`src/hw/rtl/dtq_pkg.sv`:
```
package dtq_pkg;

    localparam int ID_BITS        = 4;
    localparam int ID_COUNT       = 2 ** ID_BITS;
    localparam int COUNT_BITS     = 5;
    localparam int ENTRIES_DEF    = 16;
    localparam int DELAY_BITS_DEF = 32;
    localparam int IN_DELAY_BITS  = 32;

    localparam logic [1:0] ACT_PEEK   = 2'd0;
    localparam logic [1:0] ACT_INSERT = 2'd1;
    localparam logic [1:0] ACT_REMOVE = 2'd2;

    localparam logic [1:0] ST_OK       = 2'd0;
    localparam logic [1:0] ST_FULL     = 2'd1;
    localparam logic [1:0] ST_LINKED   = 2'd2;
    localparam logic [1:0] ST_UNLINKED = 2'd3;

    typedef struct packed {
        logic [1:0]               action;
        logic [ID_BITS-1:0]       entry_id;
        logic [IN_DELAY_BITS-1:0] delay;
    } t_dtq_in;

    typedef struct packed {
        logic [1:0]               status;
        logic                     head_valid;
        logic [ID_BITS-1:0]       head_id;
        logic [IN_DELAY_BITS-1:0] head_delta;
        logic [COUNT_BITS-1:0]    entry_count;
    } t_dtq_out;

    // Wave travelling down the chain of cells
    typedef enum logic [2:0] {
        LK_IDLE,
        LK_INS,
        LK_SHIFT,
        LK_REM,
        LK_PULL
    } t_dtq_mode;

    typedef struct packed {
        t_dtq_mode          mode;
        logic [ID_BITS-1:0] id;
    } t_dtq_ctl;

endpackage

```
`src/hw/rtl/dtq_cell.sv`:
```
module dtq_cell import dtq_pkg::*; #(
    parameter int DELAY_BITS = DELAY_BITS_DEF
) (
    input  logic                  i_clk,
    input  logic                  i_rst_n,
    input  t_dtq_ctl              i_ctl,
    input  logic [DELAY_BITS-1:0] i_link_delta,
    input  logic                  i_nxt_valid,
    input  logic [ID_BITS-1:0]    i_nxt_id,
    input  logic [DELAY_BITS-1:0] i_nxt_delta,
    output t_dtq_ctl              o_ctl,
    output logic [DELAY_BITS-1:0] o_link_delta,
    output logic                  o_valid,
    output logic [ID_BITS-1:0]    o_id,
    output logic [DELAY_BITS-1:0] o_delta
);

    logic                  r_valid, n_valid;
    logic [ID_BITS-1:0]    r_id, n_id;
    logic [DELAY_BITS-1:0] r_delta, n_delta;
    t_dtq_ctl              r_ctl, n_ctl;
    logic [DELAY_BITS-1:0] r_ld, n_ld;

    always_comb begin
        n_valid = r_valid;
        n_id    = r_id;
        n_delta = r_delta;
        n_ctl   = '{mode: LK_IDLE, id: r_id};
        n_ld    = r_delta;

        // close the gap left by a removal: take the right neighbour's entry
        if (r_ctl.mode == LK_PULL) begin
            n_valid = i_nxt_valid;
            n_id    = i_nxt_id;
            n_delta = i_nxt_delta + r_ld;
        end

        unique case (i_ctl.mode)
            LK_INS: begin
                if (!r_valid) begin
                    n_valid = 1'b1;
                    n_id    = i_ctl.id;
                    n_delta = i_link_delta;
                end else if (i_link_delta < r_delta) begin
                    n_id    = i_ctl.id;
                    n_delta = i_link_delta;
                    n_ctl   = '{mode: LK_SHIFT, id: r_id};
                    n_ld    = r_delta - i_link_delta;
                end else begin
                    n_ctl = '{mode: LK_INS, id: i_ctl.id};
                    n_ld  = i_link_delta - r_delta;
                end
            end
            LK_SHIFT: begin
                n_valid = 1'b1;
                n_id    = i_ctl.id;
                n_delta = i_link_delta;
                if (r_valid) begin
                    n_ctl = '{mode: LK_SHIFT, id: r_id};
                    n_ld  = r_delta;
                end
            end
            LK_REM: begin
                if (r_valid) begin
                    if (r_id == i_ctl.id) begin
                        n_ctl = '{mode: LK_PULL, id: r_id};
                        n_ld  = r_delta;
                    end else begin
                        n_ctl = '{mode: LK_REM, id: i_ctl.id};
                    end
                end
            end
            LK_PULL: begin
                // the left cell takes this entry now; pass the gap on
                if (r_valid) begin
                    n_ctl = '{mode: LK_PULL, id: r_id};
                    n_ld  = '0;
                end
            end
            default: begin
            end
        endcase
    end

    always_ff @(posedge i_clk) begin
        if (!i_rst_n) begin
            r_valid <= 1'b0;
            r_ctl   <= '{mode: LK_IDLE, id: '0};
        end else begin
            r_valid <= n_valid;
            r_ctl   <= n_ctl;
            r_id    <= n_id;
            r_delta <= n_delta;
            r_ld    <= n_ld;
        end
    end

    assign o_ctl        = r_ctl;
    assign o_link_delta = r_ld;
    assign o_valid      = r_valid;
    assign o_id         = r_id;
    assign o_delta      = r_delta;

endmodule

```
`config.mk`:
```
export PLATFORM = sky130hd
export DESIGN_NAME = dtq_cell
export DESIGN_NICKNAME = d
export VERILOG_FILES = /design/src/hw/rtl/dtq_pkg.sv /design/src/hw/rtl/dtq_cell.sv
export SDC_FILE = /design/constraint.sdc
export NUM_CORES = 1
export LEC_CHECK = 0
export ABC_AREA = 1
export BUFFER_PORTS_ARGS = -buffer_cell sky130_fd_sc_hd__buf_2
export CAP_MARGIN = 30
export CORE_ASPECT_RATIO = 1.1
export CORE_MARGIN = 2
export CORE_UTILIZATION = 46
export DETAILED_ROUTE_END_ITERATION = 16
export GPL_ROUTABILITY_DRIVEN = 0
export PLACE_DENSITY = 0.71
export SYNTH_ARGS = -nofsm -noshare
export SYNTH_HDL_FRONTEND = slang
export SYNTH_SLANG_ARGS = --single-unit
```
`constraint.sdc`:
```
create_clock -name i_clk -period 3.05 [get_ports i_clk]
set_input_delay 0.61 -clock i_clk [delete_from_list [all_inputs] [get_ports i_clk]]
set_output_delay 0.61 -clock i_clk [all_outputs]
set_load 0.05 [all_outputs]
```
==> results.md, run 1 <==
- Status: completed
- #FFs+latches synth: 76
- Setup total negative slack: 0 ps
- DR vias: 11645
- Port Buf Inserts: 153
- Cell Chain, Critical Path: buf_2, inv_1, ha_1, inv_1, fa_1, nand3_1, nand2_1, nand2_1, nand2_1, nand2_1, nand2_2, nand2_4, nand2_4, nand2_2, nand2_4, buf_4, nand2_1, o21bai_1, o21ai_0
- Hold Fails Final Rpt: 0
- Worst setup path category: primary input to register
- Final ANT Viol Nets: 0
- Final instance area: 11570 µm²
- FF+latch area: 2202 µm²
- Post-Syn Area: 9757 µm²
- ANT cells: 0
- Crit path max-delay family: simple AND/OR/NAND/NOR gates
- CTS tree: yes
- TritonCTS Sinks: 76
- Area grow syn2layout: 18.54%
- Chip height: 156.7 µm
- Total power per unit cell area: 439.2 nW/µm²
- Ys async rst share: 0%
- Met2 GRT Util: 51.26%
- Total die area: 22390 µm²
- Worst path buffer plus inverter count: 4
- 1st-pass router iterations: 6
- Post-cts repair resize count: 0
- Setup crit end kind: register
- Layout cells sized above 1: 15.19%
- Leading area contributor after synthesis: edfxtp_1
- Hpwl dp: 30190 µm
- Vias/cell: 5.574
- Unrepaired setup endpoints after global routing: no
- Placed Area: 11250 µm²
- Worst-path fanout max: 31
- Synth warn: 0
- CP max stage delay: 400 ps
- Final layout net count: 1974
- M3 GR Usage: 4.162%
- Antenna violations before repair: 0
- WL/cell: 17.51 µm
- Busiest grt layer: met2
- Die width: 142.9 µm
- Slowest CP cell: fa_1
- WP depth: 19
- R2R setup slack: 190 ps
- Highest clock rate: 0.3491 GHz
- Initial Util: 47.10%
- Total CTS buffers: 9
- Slew of the pin with the lowest slew margin: 949.5 ps
- Synthesized net count: 1773
- Final max-slew violation count: 0
- Clock-pin slew on the worst setup and hold paths: 70 ps
- Starting DRT DRC Count: 1215
- Multi-input logic area: 6502 µm²
- Post-synthesis sequential area ratio: 22.57%
- Final Power: 5080 µW
- Util after Layout: 55.84%
- Main synth FF type: edfxtp_1
- DR DRC count: 0
- Largest net degree at the start of global routing: 41
- First-pass GRT wire length: 55920 µm
- Vias in the first global route: 10798
- Synth top area share: 20.93%
- Worst hold path type: primary input to register
- Final worst-path cycle share: 93.92%
- Synth Instances: 1598
- Most frequent CP cell: nand2_1
- Max clock buf depth: 2
- Max-slew headroom: 36.63%
- R2R depth: 13
- Ports: 154
- Pleak: 0.006085 µW
- CP Data Arrival Time: 2940 ps
- Peak supply drop: 292.4 µV
- WL final: 36590 µm
- Core Footprint: 20710 µm²
- Fill cell count: 2120
- Maxcap violations: 0
- CTS Hold Buffers Added: 0
- Clock root buffer: clkbuf_16
- Final setup skew: 11.90 ps
- CP required: 3130 ps
- Distinct cell type count after synthesis: 45
- Setup bufs post-CTS: 0
- Level count of the clock H-tree: 3
- Hold Path Depth: 3
- Clk Latency, worst-skew pair: 340 ps
- Num rows: 55
- Synth top area cells: edfxtp_1, nand2_1, ha_1
- Setup crit start kind: primary input
- GRT met1 Usage: 43.86%
- Tmin final: 2864 ps
- GRT Util Overall: 32.25%
- Final setup violation count: 0
- Post-synth EDFFs: 68
- Syn_area_per_cell: 6.106 µm²
- GRT overflow: 0
==> final timing paths <==
path / end / from
max: o_delta[12]$_DFFE_PP_ / i_link_delta[0]
min: o_ctl[3]$_SDFF_PN0_ / i_ctl[3]
max reg2reg: o_delta[12]$_DFFE_PP_ / o_delta[19]$_DFFE_PP_
min reg2reg: o_ctl[6]$_SDFF_PN0_ / o_valid$_SDFF_PN0_
==> worst reg2reg max path, stage by stage, from the launching register on <==
cell and delay, ps:
edfxtp_1 460, ha_1 390, a21oi_1 360, nand2_1 130, nand2_1 70, nand2_1 100
a21oi_4 180, nand2_4 140, nand2_2 130, nand2_4 60, buf_4 230, nand2_1 100
o21bai_1 130, o21ai_0 130
==> cells in the mapped netlist (2+ instances only) <==
cell type and instances:
o31ai_1 2, nor2_2 6, o22ai_1 12, nor4_1 2
a31oi_1 2, clkbuf_1 14, o21a_1 6, nand3_1 104
o21ai_1 18, o211ai_1 11, a21o_1 4, dfxtp_1 8
fa_1 3, buf_6 6, nor3_1 10, and2_1 2
nand4_1 8, inv_1 231, buf_2 9, edfxtp_1 68
o21ai_0 100, nor2_1 142, or2_2 3, o21bai_1 21
nand2_4 3, a21boi_0 2, xnor2_1 6, a21oi_1 142
nand2_1 525, nand2_2 12, ha_1 94, o21ai_2 3
inv_2 4, xor2_1 4
==> cell usage in the layout (no fill, tap or decap), drive strengths merged, types with 6 or more instances in the layout <==
cell type  count
dfxtp          8
o21bai        21
buf          220
ha            94
nor2         149
inv          235
nor3          11
a21oi        144
xnor2          6
nand3        105
o21a           6
nand4          8
nand2        540
o22ai         13
o211ai        11
clkbuf        12
edfxtp        68
o21ai        121
==> stage by stage <==
stage | cells | worst slack, ps | hold slack [ps]
after global routing | 2089 | 4.060 | 578.3
final | 2089 | 185.5 | 573.6
after detailed placement | 2073 | -37.18 | 604.9
after floorplan | 1598 | 312.9 | 722.5
after global placement | 2073 | 32.98 | 609.7
after CTS | 2089 | 255.7 | 562.8
==> where the power goes <==
| group | internal (µW) | switching (µW) | total [µW] |
|---|---|---|---|
| Combinational | 823 | 1770 | 2590 |
| Clock | 673 | 454 | 1130 |
| Sequential | 1260 | 108 | 1360 |
| Total | 2750 | 2330 | 5080 |
==> metal layers <==
metal / vias to the layer above / wire length [µm] / part of all wire [%]
met2: 683 / 16110 / 44
met5: - / 0 / 0
met1: 5249 / 15140 / 41
met3: 111 / 3766 / 10
met4: 0 / 1567 / 4.3
li1: 5602 / - / -
==> state kept, by name, indices dropped and copies added, names as in the netlist <==
| signal | cells |
|---|---|
| o_ctl | 7 |
| o_id | 4 |
| o_valid | 1 |
| o_delta | 32 |
| o_link_delta | 32 |
==> final cells by class <==
| type | count | area share [%] |
|---|---|---|
| clock inverter | 4 | 0.2380 |
| sequential | 76 | 19.04 |
| timing repair buffer | 220 | 11.29 |
| multi-input combinational | 1257 | 56.22 |
| clock buffer | 12 | 2.499 |
| inverter | 235 | 7.627 |
| tap | 285 | 3.083 |
==> logic make-up (layout without fill, tap and decap cells) <==
| group | after synthesis | in the layout | synth area share, % |
|---|---|---|---|
| and+or+nand+nor | 822 | 822 | 34.44 |
| AOI/OAI and AO/OA | 328 | 328 | 18.61 |
| buffers and inverters | 265 | 471 | 10.81 |
| adders and majority gates | 97 | 97 | 12.67 |
| DFF | 76 | 76 | 22.57 |
| xor gates and xnor gates | 10 | 10 | 0.8976 |
No activity file was read; power rests on OpenSTA's default activity.
==> inputs of run 2 (changes only) <==
--- a/config.mk
+++ b/config.mk
@@ -14,6 +14,7 @@
 export DETAILED_ROUTE_END_ITERATION = 16
 export GPL_ROUTABILITY_DRIVEN = 0
 export PLACE_DENSITY = 0.71
+export RECOVER_POWER = 50
 export SYNTH_ARGS = -nofsm -noshare
 export SYNTH_HDL_FRONTEND = slang
 export SYNTH_SLANG_ARGS = --single-unit
==> results.md, run 2 (synthesized netlist as in run 1, its figures left out) <==
- Area grow syn2layout: 17.75% (was 18.54%)
- Peak supply drop: 291.3 µV (was 292.4 µV)
- R2R setup slack: 190 ps (about the same)
- Antenna violations before repair: 0 (unchanged)
- Final worst-path cycle share: 93.76% (was 93.92%)
- Die width: 142.9 µm (unchanged)
- HP Start: i_ctl[3] (unchanged)
- Final layout net count: 1974 (unchanged)
- Worst path buffer plus inverter count: 1 (was 4)
- Hold Path Depth: 3 (unchanged)
- Setup crit end kind: register (unchanged)
- Vias/cell: 5.532 (was 5.574)
- Placed Area: 11250 µm² (unchanged)
- Sw Pwr: 2329 µW (was 2328 µW)
- CTS tree: yes (unchanged)
- Clock-pin slew on the worst setup and hold paths: 70 ps (about the same)
- Clk Latency, worst-skew pair: 340 ps (about the same)
- Hpwl dp: 30190 µm (unchanged)
- Total CTS buffers: 9 (unchanged)
- GRT Util Overall: 32.25% (unchanged)
- Cell Chain, Critical Path: ha_1, a21oi_1, nand2_1, nand2_1, nand2_1, a21oi_4, nand2_4, nand2_2, nand2_4, buf_4, nand2_1, o21bai_1, o21ai_0 (was buf_2, inv_1, ha_1, inv_1, fa_1, nand3_1, nand2_1, nand2_1, nand2_1, nand2_1, nand2_2, nand2_4, nand2_4, nand2_2, nand2_4, buf_4, nand2_1, o21bai_1, o21ai_0)
- Setup crit start kind: register (was primary input)
- Final setup skew: 11.99 ps (was 11.90 ps)
- Pleak: 0.005945 µW (was 0.006085 µW)
- Ports: 154 (unchanged)
- Starting DRT DRC Count: 1219 (was 1215)
- Hold Path Sink: o_ctl[3]$_SDFF_PN0_ (unchanged)
- Status: completed (unchanged)
- Placement Setup Slack: -37.18 ps (unchanged)
- Hold Fails Final Rpt: 0 (unchanged)
- Vias in the first global route: 10798 (unchanged)
- Initial Util: 47.10% (unchanged)
- Final ANT Viol Nets: 0 (unchanged)
- Worst-path fanout max: 31 (unchanged)
- GRT overflow: 0 (unchanged)
- Max-slew headroom: 11.22% (was 36.63%)
- Logic pwr share: 50.8% (was 51.0%)
- Crit path max-delay family: compound AO/OA/AOI/OAI gates (was simple AND/OR/NAND/NOR gates)
- Largest net degree at the start of global routing: 41 (unchanged)
- DR vias: 11556 (was 11645)
- Level count of the clock H-tree: 3 (unchanged)
- Final setup violation count: 0 (unchanged)
- DR DRC count: 0 (unchanged)
- Sw Ratio: 45.97% (was 45.83%)
- Port Buf Inserts: 153 (unchanged)
- 1st-pass router iterations: 6 (unchanged)
- Unrepaired setup endpoints after global routing: no (unchanged)
- Max clock buf depth: 2 (unchanged)
- CP max stage delay: 470 ps (was 400 ps)
- Pint: 2737 µW (was 2752 µW)
- Maxcap violations: 0 (unchanged)
- Most common cell after layout, fill and taps aside: nand2_1 (unchanged)
- Chip height: 156.7 µm (unchanged)
- Total die area: 22390 µm² (unchanged)
- Setup bufs post-CTS: 0 (unchanged)
- RR Startpoint: o_delta[19]$_DFFE_PP_ (unchanged)
- Clock root buffer: clkbuf_16 (unchanged)
- Layout cells sized above 1: 12.75% (was 15.19%)
- Core Footprint: 20710 µm² (unchanged)
- WL final: 36620 µm (was 36590 µm)
- Post-route insts no fill: 2089 (unchanged)
- Placed Cells: 2073 (unchanged)
- Post-cts repair resize count: 0 (unchanged)
- TritonCTS Sinks: 76 (unchanged)
- Final max-slew violation count: 0 (unchanged)
- WL/cell: 17.53 µm (was 17.51 µm)
- CTS Hold Buffers Added: 0 (unchanged)
- Sequential power share: 26.9% (was 26.8%)
- Tmin final: 2860 ps (was 2864 ps)
- WP depth: 13 (was 19)
- Most frequent CP cell: nand2_1 (unchanged)
- Clock Power Share: 22.2% (about the same)
- Most frequent cells in the layout: nand2_1, inv_1, a21oi_1 (was nand2_1, inv_1, buf_2)
- Final instance area: 11490 µm² (was 11570 µm²)
- PnR worst setup slack: 190.3 ps (was 185.5 ps)
- ANT cells: 0 (unchanged)
- CP Data Arrival Time: 2940 ps (about the same)
- Highest clock rate: 0.3497 GHz (was 0.3491 GHz)
- Total power per unit cell area: 441.0 nW/µm² (was 439.2 nW/µm²)
- Slew of the pin with the lowest slew margin: 1332 ps (was 949.5 ps)
- Setup total negative slack: 0 ps (unchanged)
- R2R Path End: o_delta[12]$_DFFE_PP_ (unchanged)
- Worst setup path category: register to register (was primary input to register)
- Fill cell count: 2144 (was 2120)
- CP required: 3130 ps (about the same)
- Worst hold path type: primary input to register (unchanged)
- First-pass GRT wire length: 55920 µm (unchanged)
- R2R depth: 13 (unchanged)
- Slowest CP cell: edfxtp_1 (was fa_1)
- Num rows: 55 (unchanged)
## run 2: worst reg2reg max path: stages, from the launching register on
cell and delay, ps:
edfxtp_1 470, ha_1 390, a21oi_1 350, nand2_1 130
nand2_1 70, nand2_1 100, a21oi_4 180, nand2_4 140
nand2_2 130, nand2_4 60, buf_4 220, nand2_1 100
o21bai_1 130, o21ai_0 130
## run 2: per-layer routing
metal / vias up / track usage (%) / wire, µm
met1: 5191 / 43.86 / 15320
li1: 5603 / - / -
met5: - / 0 / 0
met4: 0 / 14.14 / 1545
met2: 657 / 51.26 / 16110
met3: 105 / 4.162 / 3644
## run 2: metrics by stage
step                      hold slack [ps]  total power (µW)  utilization, %
after floorplan                     722.5              3068               -
after global placement              609.7              3859           54.31
after detailed placement            604.9              3888           54.31
after CTS                           562.8              5008           55.84
after global routing                578.3              5350           55.46
final                               576.9              5066           55.46
## run 2: cell type report
cell class	instances	area (µm²)	share of cell area, %
Timing Repair Buffer	220	1229	10.69
Inverter	235	882.1	7.678
Multi-Input combinational cell	1257	6502	56.60
Clock inverter	4	27.53	0.2396
Clock buffer	12	289.0	2.516
Sequential cell	76	2202	19.17
Tap cell	285	356.6	3.104
## run 2: how the worst max path moves through the flow
| stage | from | endpoint | slack [ps] |
|---|---|---|---|
| final | o_delta[19]$_DFFE_PP_ | o_delta[12]$_DFFE_PP_ | 190 |
| after floorplan | o_delta[0]$_DFFE_PP_ | o_link_delta[22]$_DFFE_PP_ | 310 |
| after global placement | i_link_delta[0] | o_link_delta[8]$_DFFE_PP_ | 30 |
| after global routing | o_delta[7]$_DFFE_PP_ | o_delta[12]$_DFFE_PP_ | 4 |
| after detailed placement | i_link_delta[0] | o_link_delta[8]$_DFFE_PP_ | -40 |
| after CTS | o_delta[1]$_DFFE_PP_ | o_delta[12]$_DFFE_PP_ | 260 |
## run 2: power groups by stage
stage                     Sequential (µW)  Clock [µW]  Combinational (µW)
final                                1370        1130                2580
after global routing                 1370        1160                2820
after CTS                            1360        1130                2530
after detailed placement             1380           0                2510
after global placement               1380           0                2480
after floorplan                      1640           0                1430
